==> src/rtl/sbw_pkg.sv <==
// sbw_pkg: shared types and constants for the stuffed bit writer
// input and output word structs, opcodes, controller states, command/status groups
// no dependencies
package sbw_pkg;

  localparam int unsigned MaxBits = 32;

  localparam logic [1:0] OP_WRITE = 2'd0;
  localparam logic [1:0] OP_FLUSH = 2'd1;
  localparam logic [1:0] OP_RAW   = 2'd2;

  localparam logic [7:0] BYTE_FF  = 8'hFF;

  typedef struct packed {
    logic [1:0]  opcode;
    logic [31:0] bit_value;
    logic [5:0]  bit_count;
    logic [7:0]  raw_byte;
  } in_word_t;

  typedef struct packed {
    logic [7:0] out_byte;
    logic       last_of_item;
  } out_word_t;

  typedef enum logic {
    ST_IDLE,
    ST_WORK
  } state_e;

  typedef struct packed {
    logic load;
    logic step;
  } cmd_t;

  typedef struct packed {
    logic out_free;
    logic done;
    logic emit;
  } sts_t;

endpackage

==> src/rtl/sbw_ctrl.sv <==
// sbw_ctrl: controller state machine of the stuffed bit writer
// takes words in, sequences datapath steps; depends on sbw_pkg
module sbw_ctrl import sbw_pkg::*; (
  input  logic   clk_i,
  input  logic   rst_ni,
  input  logic   in_valid_i,
  output logic   in_stall_o,
  input  sts_t   sts_i,
  output cmd_t   cmd_o
);

  state_e state_q, state_d;

  always_ff @(posedge clk_i or negedge rst_ni) begin
    if (!rst_ni) begin
      state_q <= ST_IDLE;
    end else begin
      state_q <= state_d;
    end
  end

  always_comb begin
    state_d    = state_q;
    cmd_o      = '0;
    in_stall_o = 1'b1;
    case (state_q)
      ST_IDLE: begin
        in_stall_o = 1'b0;
        if (in_valid_i) begin
          cmd_o.load = 1'b1;
          state_d    = ST_WORK;
        end
      end
      ST_WORK: begin
        if (sts_i.out_free) begin
          cmd_o.step = 1'b1;
          if (sts_i.done) begin
            state_d = ST_IDLE;
          end
        end
      end
      default: begin
        state_d = ST_IDLE;
      end
    endcase
  end

endmodule

==> src/rtl/sbw_datapath.sv <==
// sbw_datapath: bit packing datapath with stuffing and output register
// one step moves up to a byte's worth of bits; depends on sbw_pkg
module sbw_datapath import sbw_pkg::*; (
  input  logic      clk_i,
  input  logic      rst_ni,
  input  in_word_t  in_word_i,
  input  cmd_t      cmd_i,
  output sts_t      sts_o,
  output logic      out_valid_o,
  input  logic      out_stall_i,
  output out_word_t out_word_o
);

  logic [1:0]  op_q;
  logic [31:0] val_q;
  logic [5:0]  rem_q;
  logic [7:0]  raw_q;
  logic [7:0]  pend_q, pend_d;
  logic [2:0]  fill_q, fill_d;
  logic [5:0]  rem_d;
  logic        out_valid_q, out_valid_d;
  out_word_t   out_q, out_d;

  logic [3:0]  avail;
  logic [3:0]  take;
  logic [3:0]  new_fill;
  logic [31:0] chunk;
  logic [7:0]  mask;
  logic [7:0]  placed;
  logic [5:0]  rem_next;
  logic [5:0]  sat_count;
  logic        emit;
  logic        done;
  logic [7:0]  emit_byte;
  logic        emit_last;

  assign sat_count = (in_word_i.bit_count > 6'(MaxBits)) ? 6'(MaxBits) : in_word_i.bit_count;

  always_comb begin
    avail    = 4'd8 - {1'b0, fill_q};
    take     = (rem_q < {2'b00, avail}) ? rem_q[3:0] : avail;
    rem_next = rem_q - {2'b00, take};
    chunk    = val_q >> rem_next;
    mask     = 8'((9'd1 << take) - 9'd1);
    placed   = pend_q | 8'((chunk[7:0] & mask) << (avail - take));
    new_fill = {1'b0, fill_q} + take;

    pend_d    = pend_q;
    fill_d    = fill_q;
    rem_d     = rem_q;
    emit      = 1'b0;
    done      = 1'b1;
    emit_byte = raw_q;
    emit_last = 1'b1;
    case (op_q)
      OP_WRITE: begin
        rem_d = rem_next;
        done  = (rem_next == 6'd0);
        if (new_fill == 4'd8) begin
          emit      = 1'b1;
          emit_byte = placed;
          // last unless the remaining bits complete another byte
          emit_last = (placed == BYTE_FF) ? (rem_next < 6'd7) : (rem_next < 6'd8);
          pend_d    = 8'h00;
          fill_d    = (placed == BYTE_FF) ? 3'd1 : 3'd0;
        end else begin
          pend_d = placed;
          fill_d = new_fill[2:0];
        end
      end
      OP_FLUSH: begin
        if (fill_q != 3'd0) begin
          emit      = 1'b1;
          emit_byte = pend_q;
          pend_d    = 8'h00;
          fill_d    = 3'd0;
        end
      end
      OP_RAW: begin
        emit = 1'b1;
      end
      default: begin
      end
    endcase
  end

  assign sts_o.out_free = !out_valid_q || !out_stall_i;
  assign sts_o.done     = done;
  assign sts_o.emit     = emit;

  always_comb begin
    out_valid_d = out_valid_q;
    out_d       = out_q;
    if (cmd_i.step && emit) begin
      out_valid_d        = 1'b1;
      out_d.out_byte     = emit_byte;
      out_d.last_of_item = emit_last;
    end else if (!out_stall_i) begin
      out_valid_d = 1'b0;
    end
  end

  always_ff @(posedge clk_i or negedge rst_ni) begin
    if (!rst_ni) begin
      pend_q      <= 8'h00;
      fill_q      <= 3'd0;
      out_valid_q <= 1'b0;
    end else begin
      out_valid_q <= out_valid_d;
      if (cmd_i.step) begin
        pend_q <= pend_d;
        fill_q <= fill_d;
      end
    end
  end

  always_ff @(posedge clk_i) begin
    out_q <= out_d;
    if (cmd_i.load) begin
      op_q  <= in_word_i.opcode;
      val_q <= in_word_i.bit_value;
      rem_q <= (in_word_i.opcode == OP_WRITE) ? sat_count : 6'd0;
      raw_q <= in_word_i.raw_byte;
    end else if (cmd_i.step) begin
      rem_q <= rem_d;
    end
  end

  assign out_valid_o = out_valid_q;
  assign out_word_o  = out_q;

endmodule

==> src/rtl/stuffed_bit_writer.sv <==
// stuffed_bit_writer: top level of the bit packer with 0xFF bit stuffing
// joins sbw_ctrl and sbw_datapath; depends on sbw_pkg
//
//   channel   direction   handshake              word
//   in        input       in_valid_i/in_stall_o  in_word_t
//   out       output      out_valid_o/out_stall_i out_word_t
//
// an item takes a load and then one step per emitted byte, plus
// one for a trailing partial chunk or an empty write: a write needs 1 to 6
// steps; flush, raw byte and unused opcodes take one step
// reset clears the pending byte, the fill count and the output valid flag
// a stalled output holds the step sequencer; input is stalled while busy
module stuffed_bit_writer import sbw_pkg::*; (
  input  logic      clk_i,
  input  logic      rst_ni,
  input  logic      in_valid_i,
  output logic      in_stall_o,
  input  in_word_t  in_word_i,
  output logic      out_valid_o,
  input  logic      out_stall_i,
  output out_word_t out_word_o
);

  cmd_t cmd;
  sts_t sts;

  sbw_ctrl u_ctrl (
    .clk_i      (clk_i),
    .rst_ni     (rst_ni),
    .in_valid_i (in_valid_i),
    .in_stall_o (in_stall_o),
    .sts_i      (sts),
    .cmd_o      (cmd)
  );

  sbw_datapath u_datapath (
    .clk_i       (clk_i),
    .rst_ni      (rst_ni),
    .in_word_i   (in_word_i),
    .cmd_i       (cmd),
    .sts_o       (sts),
    .out_valid_o (out_valid_o),
    .out_stall_i (out_stall_i),
    .out_word_o  (out_word_o)
  );

  a_step_needs_slot: assert property (@(posedge clk_i) disable iff (!rst_ni)
    cmd.step |-> sts.out_free)
    else $error("step issued while output register blocked");

  a_accept_locks_input: assert property (@(posedge clk_i) disable iff (!rst_ni)
    (in_valid_i && !in_stall_o) |=> in_stall_o)
    else $error("input taken again before item finished");

  a_emit_shows_word: assert property (@(posedge clk_i) disable iff (!rst_ni)
    (cmd.step && sts.emit) |=> out_valid_o)
    else $error("emitted byte not presented");

  a_no_load_and_step: assert property (@(posedge clk_i) disable iff (!rst_ni)
    !(cmd.load && cmd.step))
    else $error("load and step in same cycle");

endmodule

==> config.mk <==
export PLATFORM = sky130hd
export DESIGN_NAME = stuffed_bit_writer
export DESIGN_NICKNAME = d
export VERILOG_FILES = /design/src/rtl/sbw_pkg.sv /design/src/rtl/sbw_ctrl.sv /design/src/rtl/sbw_datapath.sv /design/src/rtl/stuffed_bit_writer.sv
export SDC_FILE = /design/constraint.sdc
export NUM_CORES = 1
export LEC_CHECK = 0
export BUFFER_PORTS_ARGS = -buffer_cell sky130_fd_sc_hd__clkbuf_2
export CAP_MARGIN = 10
export CELL_PAD_IN_SITES_DETAIL_PLACEMENT = 1
export CELL_PAD_IN_SITES_GLOBAL_PLACEMENT = 1
export CORE_ASPECT_RATIO = 1.5
export CORE_MARGIN = 2
export CORE_UTILIZATION = 25
export CTS_CLUSTER_DIAMETER = 100
export CTS_CLUSTER_SIZE = 30
export DETAILED_ROUTE_END_ITERATION = 6
export GPL_ROUTABILITY_DRIVEN = 0
export PLACE_DENSITY = 0.45
export REMOVE_ABC_BUFFERS = 1
export SETUP_SLACK_MARGIN = 0.1
export SLEW_MARGIN = 20
export SYNTH_ARGS = -nofsm -noshare
export SYNTH_HDL_FRONTEND = slang
export SYNTH_HIERARCHICAL = 1
export SYNTH_SLANG_ARGS = --single-unit
export TNS_END_PERCENT = 30
==> constraint.sdc <==
create_clock -name clk_i -period 16.3 [get_ports clk_i]
set_input_delay 2.445 -clock clk_i [delete_from_list [all_inputs] [get_ports clk_i]]
set_output_delay 2.445 -clock clk_i [all_outputs]
set_load 0.005 [all_outputs]
Word-level counts from Yosys, hierarchy flattened
Cells that the tools add are included.
{ "word_totals": {"reg_bits": 70, "ramBits": 0, "input_bits": 52, "romBits": 0, "latchBits": 0, "n_memories": 0, "output_inout_bits": 11} }
{ "op_classes": {"eq_ne": 6, "bitwise": 3, "mul": 0, "n_addsub": 5, "div_mod_pow": 0, "magnitude_cmp": 4, "mux": 31, "n_shift": 3, "n_reduce_logical": 14} }
{ "ops": {"columns": ["op", "count"], "rows": [
  ["$mux W8", 4],
  ["$pmux W8 S2", 2],
  ["$shr A32 B6 Y8", 1],
  ["$mux W6", 5],
  ["$mux W1", 14],
  ["$and A8 B8 Y8", 1],
  ["$eq A8 B8 Y1 const B", 1],
  ["$or A8 B8 Y8", 1],
  ["$shl A1 B4 Y8 const A", 1],
  ["$shl A8 B4 Y8", 1],
  ["$sub A8 B1 Y8 const B", 1],
  ["$gt A6 B6 Y1 const B", 1],
  ["$logic_not A6 Y1", 1],
  ["$lt A6 B3 Y1 const B", 1],
  ["$lt A6 B4 Y1", 1],
  ["$lt A6 B4 Y1 const B", 1],
  ["$mux W3", 2],
  ["$pmux W3 S2", 1],
  ["$reduce_bool A2 Y1", 3],
  ["$sub A6 B4 Y6", 1],
  ["$add A3 B4 Y4", 1],
  ["$eq A4 B4 Y1 const B", 1],
  ["$logic_not A2 Y1", 2],
  ["$mux W4", 1],
  ["14 further kinds", 17]
]} }

Longest topological paths before layout
Gate-level depths: netlist (run 1).
{ "logic_depth": {"ltp_word": 12, "ltp_mapped": 28} }

By module
The synthesis (run 1) kept the hierarchy.
{ "modules_own_cells": {"columns": ["mod", "instances", "seq_area_each_um2", "cells_each", "area_each_um2"], "rows": [
  ["sbw_datapath", 1, 2011.9, 584, 5542.8],
  ["sbw_ctrl", 1, 25.0, 5, 55.1]
]} }

Worst setup path before layout (run 1)
Ideal clock, no wire load.
{ "synth_path": {"path_kind": "flip-flop to flip-flop", "start": "register u_datapath.fill_q[1]", "end": "register u_datapath.out_q, in the netlist u_datapath/out_word_o[0], data pin", "arrival_ps": 5808, "path_buffers": 5, "setup_slack_ps": 10334, "stages_incl_launch_ff": 28, "path_cell_list": "dfrtp_1 -> nor3_1 -> inv_1 -> ha_1 -> or3_1 -> buf_4 -> nor2_8 -> a21boi_4 -> buf_4 -> nand2_1 -> o21ai_0 -> ha_1 -> inv_1 -> ha_1 -> clkbuf_1 -> buf_2 -> buf_2 -> mux2i_1 -> nand2_1 -> o31a_1 -> mux2i_1 -> mux2i_1 -> mux2_2 -> and3_1 -> or3_1 -> a211o_1 -> and4bb_1 -> a22oi_1"} }
{ "synth_via": {"elab_chain_len": 10} }
{ "synth_rtl": {"columns": ["item", "line", "text"], "rows": [
  ["from (decl)", "sbw_datapath.sv:19", "logic [2:0] fill_q, fill_d;"],
  ["from (signal assigned)", "sbw_datapath.sv:112", "fill_q <= fill_d;"],
  ["$sub A4 B3 Y4", "sbw_datapath.sv:40", "avail = 4'd8 - {1'b0, fill_q};"],
  ["$lt A6 B4 Y1", "sbw_datapath.sv:41", "take = (rem_q < {2'b00, avail}) ? rem_q[3:0] : avail;"],
  ["$mux W4", "sbw_datapath.sv:41", null],
  ["$sub A6 B4 Y6 / $shl A1 B4 Y8 (equally long branches)", "sbw_datapath.sv:42, sbw_datapath.sv:44", null],
  ["$shr A32 B6 Y8 / $sub A8 B1 Y8 (equally long branches)", "sbw_datapath.sv:43, sbw_datapath.sv:44", null],
  ["$and A8 B8 Y8", "sbw_datapath.sv:45", "placed = pend_q | 8'((chunk[7:0] & mask) << (avail - take));"],
  ["$shl A8 B4 Y8", "sbw_datapath.sv:45", null],
  ["$or A8 B8 Y8", "sbw_datapath.sv:45", null],
  ["$eq A8 B8 Y1", "sbw_datapath.sv:63", "emit_last = (placed == BYTE_FF) ? (rem_next < 6'd7) : (rem_next < 6'd8);"],
  ["$mux W1", "sbw_datapath.sv:63", null],
  ["to (signal assigned)", "sbw_datapath.sv:118", "out_q <= out_d;"],
  ["to (decl)", "sbw_datapath.sv:22", "out_word_t out_q, out_d;"]
]} }
Several ways; a longest one is shown, not always the timed one.
A chain may end at the register's enable or synchronous reset.

Worst setup path after layout (run 1)
{ "layout_path": {"start": "register u_datapath.fill_q[0]", "end": "register u_datapath.out_q, in the netlist u_datapath/out_word_o[0], data pin"} }
The elaborated chain is that of the path after synthesis.

==> results.tsv, run 1 <==
metric	value	unit
viasPerCell	5.358	
syn2layout_area_growth	14.37	%
hp-class	reg -> reg	
finalCritPeriodShare	43.94	%
root_buffer	clkbuf_16	
dpl.hpwl	15310	um
worst_slew_margin_rel	34.59	%
rows	67	
die-area	0.02360	mm2
nets	698	
critical-path-slowest-cell	or3_1	
vias	4892	
cpPeakStageDelay	0.55	ns
grt_pass1_wl	30260	um
drt.antenna.violating_nets	0	
cp-end-kind	register	
avgRoutedWirePerCell	21.14	um
finalWirelength	19300	um
drive_above_1_share	20.57	%
antenna_found_initial	0	
setup_viol	0	
crit_arrival	7.25	ns
fill_cells	2609	
grt_usage	16.59	%
worstPathMaxFanout	17	
h-tree-depth	3	
ys_warn_count	6	
grt_pass1_vias	5211	
ios	63	
syn_inst	588	
critPathLaunchType	register	
crit_required	16.39	ns
drc	0	
worst_pin_slew	0.9747	ns
initial_utilization	25.26	%
crit_path_cell_trace	nor3_1 -> inv_1 -> ha_1 -> or3_1 -> nor2_8 -> a21boi_4 -> nand2_1 -> o21ai_0 -> ha_1 -> inv_1 -> maj3_1 -> a21oi_1 -> o211ai_2 -> nand2_2 -> mux2_2 -> a211oi_1 -> o21ai_1 -> o41ai_1 -> a211o_1 -> and4bb_1 -> a22oi_1	
avgSynthCellArea	9.507	um2
antenna_cells	0	
outcome	finished, final reports clean	
skew	0.01154	ns
path_clk_slew	0.06	ns
die_height	187.1	um
maxSlewViolCount	0	
drt_pre_antenna_iters	4	
cts_buffers	9	
clock_sinks	70	
die_x	126.1	um
layout_common_cells	clkbuf_2, nand2_1, edfxtp_1	
cts_hold_buffers	0	
port_buffers	62	
tns	0	ns
final_common_cell	clkbuf_2	
grt-ovfl-total	0	
grt_start_max_net_pins	52	
ctsLongestPathBuffers	2	
core-area	0.02213	mm2
cts_setup_buffers	0	
maxCapViolCount	0	
insertion_delay	0.35	ns
crit_type	reg -> reg	
cts_resized	0	
layout_min_cycle_time	7.162	ns
drt_iter0_markers	176	
finalHoldViolCount	0	
rsz0062_at_grt	false	
cts_tree	yes	
clock.fmax	0.1396	GHz
synth_area	0.005590	mm2
==> final timing paths <==
| check | from | endpoint | slack, ns | cells after the start |
|---|---|---|---|---|
| setup / recovery | u_datapath/fill_q[0] | u_datapath/out_word_o[0] | 9.14 | 21 |
| hold / removal | u_datapath/out_valid_o | u_datapath/out_valid_o | 0.51 | 2 |
| setup reg to reg | u_datapath/fill_q[0] | u_datapath/out_word_o[0] | 9.14 | 21 |
| hold reg to reg | u_datapath/out_valid_o | u_datapath/out_valid_o | 0.51 | 2 |
| max in group asynchronous | rst_ni | u_datapath/pend_q[7] | 14.01 | 1 |
| min in group asynchronous | rst_ni | u_datapath/pend_q[2] | 2.01 | 1 |
==> state kept, by name, summed over array words and instances (netlist names) <==
name                    cells
u_datapath/out_word_o       9
u_datapath/op_q             2
u_datapath/rem_q            6
u_datapath/raw_q            8
u_datapath/val_q           32
u_datapath/out_valid_o      1
u_datapath/fill_q           3
u_datapath/pend_q           8
u_ctrl/state_q              1
==> layer usage <==
layer / track usage (%) / routed length (um)
met1: 17.64 / 7406
met2: 32.71 / 10970
met3: 2.088 / 424
met4: 5.875 / 505
met5: 0 / 0
==> through the flow <==
| step | worst slack, ns | cell area, um2 | cells | hold slack (ns) | utilization [%] |
|---|---|---|---|---|---|
| 6_report | 9.138 | 6394 | 913 | 0.5073 | 28.89 |
| 3_3_place_gp | 9.333 | 6107 | 897 | 0.4686 | 27.60 |
| 5_1_grt | 8.581 | 6394 | 913 | 0.5450 | 28.89 |
| 3_5_place_dp | 9.205 | 6107 | 897 | 0.4953 | 27.60 |
| 2_1_floorplan | 9.748 | 5419 | 555 | 0.4737 | - |
| 4_1_cts | 9.188 | 6394 | 913 | 0.5116 | 28.89 |
==> area by class of cell <==
class	count	area, um2	share of cell area, %
clock buffer	9	225.2	3.523
sequential	70	2037	31.86
timing repair buffer	66	340.3	5.323
multi-input combinational	464	3306	51.70
tap	276	345.3	5.401
inverter	21	78.83	1.233
clock inverter	7	61.31	0.9589
==> critical path, delay by kind of cell, from the launching register on <==
family                   cells  cell delay, ns
AO/OA/AOI/OAI                9            2.87
AND/OR/NAND/NOR              6            1.97
adder cells (fa/ha/maj)      3            0.96
flip-flops                   1            0.47
multiplexers                 1            0.38
buffers and inverters        2            0.22
Power of run 1 is not shown: default switching activity piles up to over one toggle a cycle in this logic, so the estimate is an artifact.
==> run 2: changes to the inputs <==
--- a/config.mk
+++ b/config.mk
@@ -5,6 +5,7 @@
 export SDC_FILE = /design/constraint.sdc
 export NUM_CORES = 1
 export LEC_CHECK = 0
+export ABC_AREA = 1
 export BUFFER_PORTS_ARGS = -buffer_cell sky130_fd_sc_hd__clkbuf_2
 export CAP_MARGIN = 10
 export CELL_PAD_IN_SITES_DETAIL_PLACEMENT = 1
@@ -16,7 +17,7 @@
 export CTS_CLUSTER_SIZE = 30
 export DETAILED_ROUTE_END_ITERATION = 6
 export GPL_ROUTABILITY_DRIVEN = 0
-export PLACE_DENSITY = 0.45
+export PLACE_DENSITY = 0.48
 export REMOVE_ABC_BUFFERS = 1
 export SETUP_SLACK_MARGIN = 0.1
 export SLEW_MARGIN = 20
==> constraint.sdc (replaced) <==
create_clock -name clk_i -period 7.23 [get_ports clk_i]
set_input_delay 1.0845 -clock clk_i [delete_from_list [all_inputs] [get_ports clk_i]]
set_output_delay 1.0845 -clock clk_i [all_outputs]
set_load 0.005 [all_outputs]
==> run 2 against run 1 <==
  * Maximum frequency grew 28%
  * Setup slack got worse by 7.5 ns
  * Non-clock buffer count stayed put
  * Clock skew fell by 0.0069 ns
  * Core utilization rose by 0.45 points
  * Synthesized cell count increased by 26%
  * Sequential share of layout area up 1.4 points
  * Synthesized area fell by 5.3%
  * Highest routed layer unchanged
  * Register-to-register slack got worse by 7.5 ns
  * Final cell count grew 17%
  * Critical endpoint unchanged
  * First-iteration DRC count grew 10%
  * Via count is 2.4% higher
==> results.tsv, run 2 <==
metric	value	unit	change
die_x	122.8	um	was 126.1 um
cts_buffers	9		unchanged
grt_pass1_vias	5522		was 5211
drive_above_1_share	15.64	%	was 20.57%
crit_required	7.34	ns	was 16.39 ns
finalWirelength	17090	um	was 19300 um
root_buffer	clkbuf_16		unchanged
nets	860		was 698
outcome	finished, final reports clean		unchanged
grt_start_max_net_pins	52		unchanged
ios	63		unchanged
cp-end-kind	register		unchanged
ys_warn_count	6		unchanged
drc	0		unchanged
h-tree-depth	3		unchanged
antenna_found_initial	0		unchanged
cpPeakStageDelay	0.53	ns	was 0.55 ns
die_height	182.3	um	was 187.1 um
worst_pin_slew	0.9064	ns	was 0.9747 ns
grt_usage	16.30	%	was 16.59%
finalCritPeriodShare	77.29	%	was 43.94%
layout_common_cells	nand2_1, inv_1, nand3_1		was clkbuf_2, nand2_1, edfxtp_1
ctsLongestPathBuffers	2		unchanged
drt_iter0_markers	194		was 176
met3RoutedLength	391	um	was 424 um
cts_hold_buffers	0		unchanged
met2_length	9879	um	was 10970 um
finalHoldViolCount	0		unchanged
avgSynthCellArea	7.148	um2	was 9.507 um2
final-seq-area	0.002037	mm2	unchanged
rows	65		was 67
tns	0	ns	unchanged
multi_input_area	0.002711	mm2	was 0.003306 mm2
cpMostUsedCell	nand3_1		
insertion_delay	0.36	ns	was 0.35 ns
cts_resized	0		unchanged
worst_slew_margin_rel	39.57	%	was 34.59%
critPathLaunchType	register		unchanged
hp-class	reg -> reg		unchanged
critical-path-slowest-cell	o21ai_1		was or3_1
grt-ovfl-total	0		unchanged
largest_reg_flops	32		unchanged
top_register	u_datapath/val_q		unchanged
maxCapViolCount	0		unchanged
die-area	0.02239	mm2	was 0.02360 mm2
syn_inst	741		was 588
dpl.hpwl	13840	um	was 15310 um
clock_sinks	70		unchanged
drt.antenna.violating_nets	0		unchanged
clock.fmax	0.1790	GHz	was 0.1396 GHz
path_clk_slew	0.06	ns	about the same
avgRoutedWirePerCell	16.02	um	was 21.14 um
crit_arrival	5.70	ns	was 7.25 ns
drt_pre_antenna_iters	4		unchanged
fill_cells	2621		was 2609
highest_layer	met4		unchanged
crit_type	reg -> reg		unchanged
vias	5009		was 4892
cts_setup_buffers	0		unchanged
synth_area	0.005296	mm2	was 0.005590 mm2
layout_min_cycle_time	5.588	ns	was 7.162 ns
viasPerCell	4.694		was 5.358
worstPathMaxFanout	33		was 17
port_buffers	62		unchanged
antenna_cells	0		unchanged
grt_pass1_wl	27810	um	was 30260 um
core-area	0.02090	mm2	was 0.02213 mm2
rsz0062_at_grt	false		unchanged
maxSlewViolCount	0		unchanged
initial_utilization	25.34	%	was 25.26%
crit_family	simple AND/OR/NAND/NOR gates		was compound AO/OA/AOI/OAI gates
setup_viol	0		unchanged
skew	0.004651	ns	was 0.01154 ns
final_common_cell	nand2_1		was clkbuf_2
worst-path-buf-inv	6		was 2
drt-met1-wl	6327	um	was 7406 um
syn2layout_area_growth	15.80	%	was 14.37%
cts_tree	yes		unchanged
[run 2: metal layers]
| metal | global-route usage [%] | vias to the layer above |
|---|---|---|
| met2 | 32.62 | 62 |
| met1 | 15.47 | 2366 |
| li1 | - | 2560 |
| met3 | 2.781 | 21 |
| met4 | 7.448 | 0 |
| met5 | 0 | - |
[run 2: layout make-up]
class | instances | share of cell area, %
clock inverter | 3 | 0.2856
inverter | 112 | 6.875
timing repair buffer | 66 | 5.549
tap | 268 | 5.467
sequential | 70 | 33.21
clock buffer | 13 | 4.406
multi-input combinational | 535 | 44.21
[run 2: stage by stage]
| step | util (%) | worst slack [ns] | std cells | instance area (um2) | hold slack, ns |
|---|---|---|---|---|---|
| floorplan | - | 2.178 | 717 | 5169 | 0.4917 |
| global placement | 27.96 | 1.649 | 1051 | 5844 | 0.5093 |
| detailed placement | 27.96 | 1.521 | 1051 | 5844 | 0.5317 |
| CTS | 29.34 | 1.505 | 1067 | 6132 | 0.5445 |
| global route | 29.34 | 1.101 | 1067 | 6133 | 0.5737 |
| finish | 29.34 | 1.642 | 1067 | 6133 | 0.5320 |
[run 2: worst reg2reg max path: cells and delay by family, from the launching register on]
family / cells / cell delay, ns
fa+ha+maj: 3 / 0.89
flops: 1 / 0.41
simple gates: 16 / 1.89
compound gates: 3 / 1.19
buf+inv: 6 / 0.94
[run 2: worst paths after layout]
kind,start,end,slack [ns],cells past startpoint
min in group asynchronous,rst_ni,u_datapath/fill_q[1],0.64,1
setup / recovery,u_datapath/fill_q[2],u_datapath/out_word_o[0],1.64,28
hold / removal,u_ctrl/state_q,u_ctrl/state_q,0.53,2
hold reg to reg,u_ctrl/state_q,u_ctrl/state_q,0.53,2
max in group asynchronous,rst_ni,u_datapath/pend_q[0],6.31,1
setup reg to reg,u_datapath/fill_q[2],u_datapath/out_word_o[0],1.64,28
Power of run 2 is left out for the same reason.
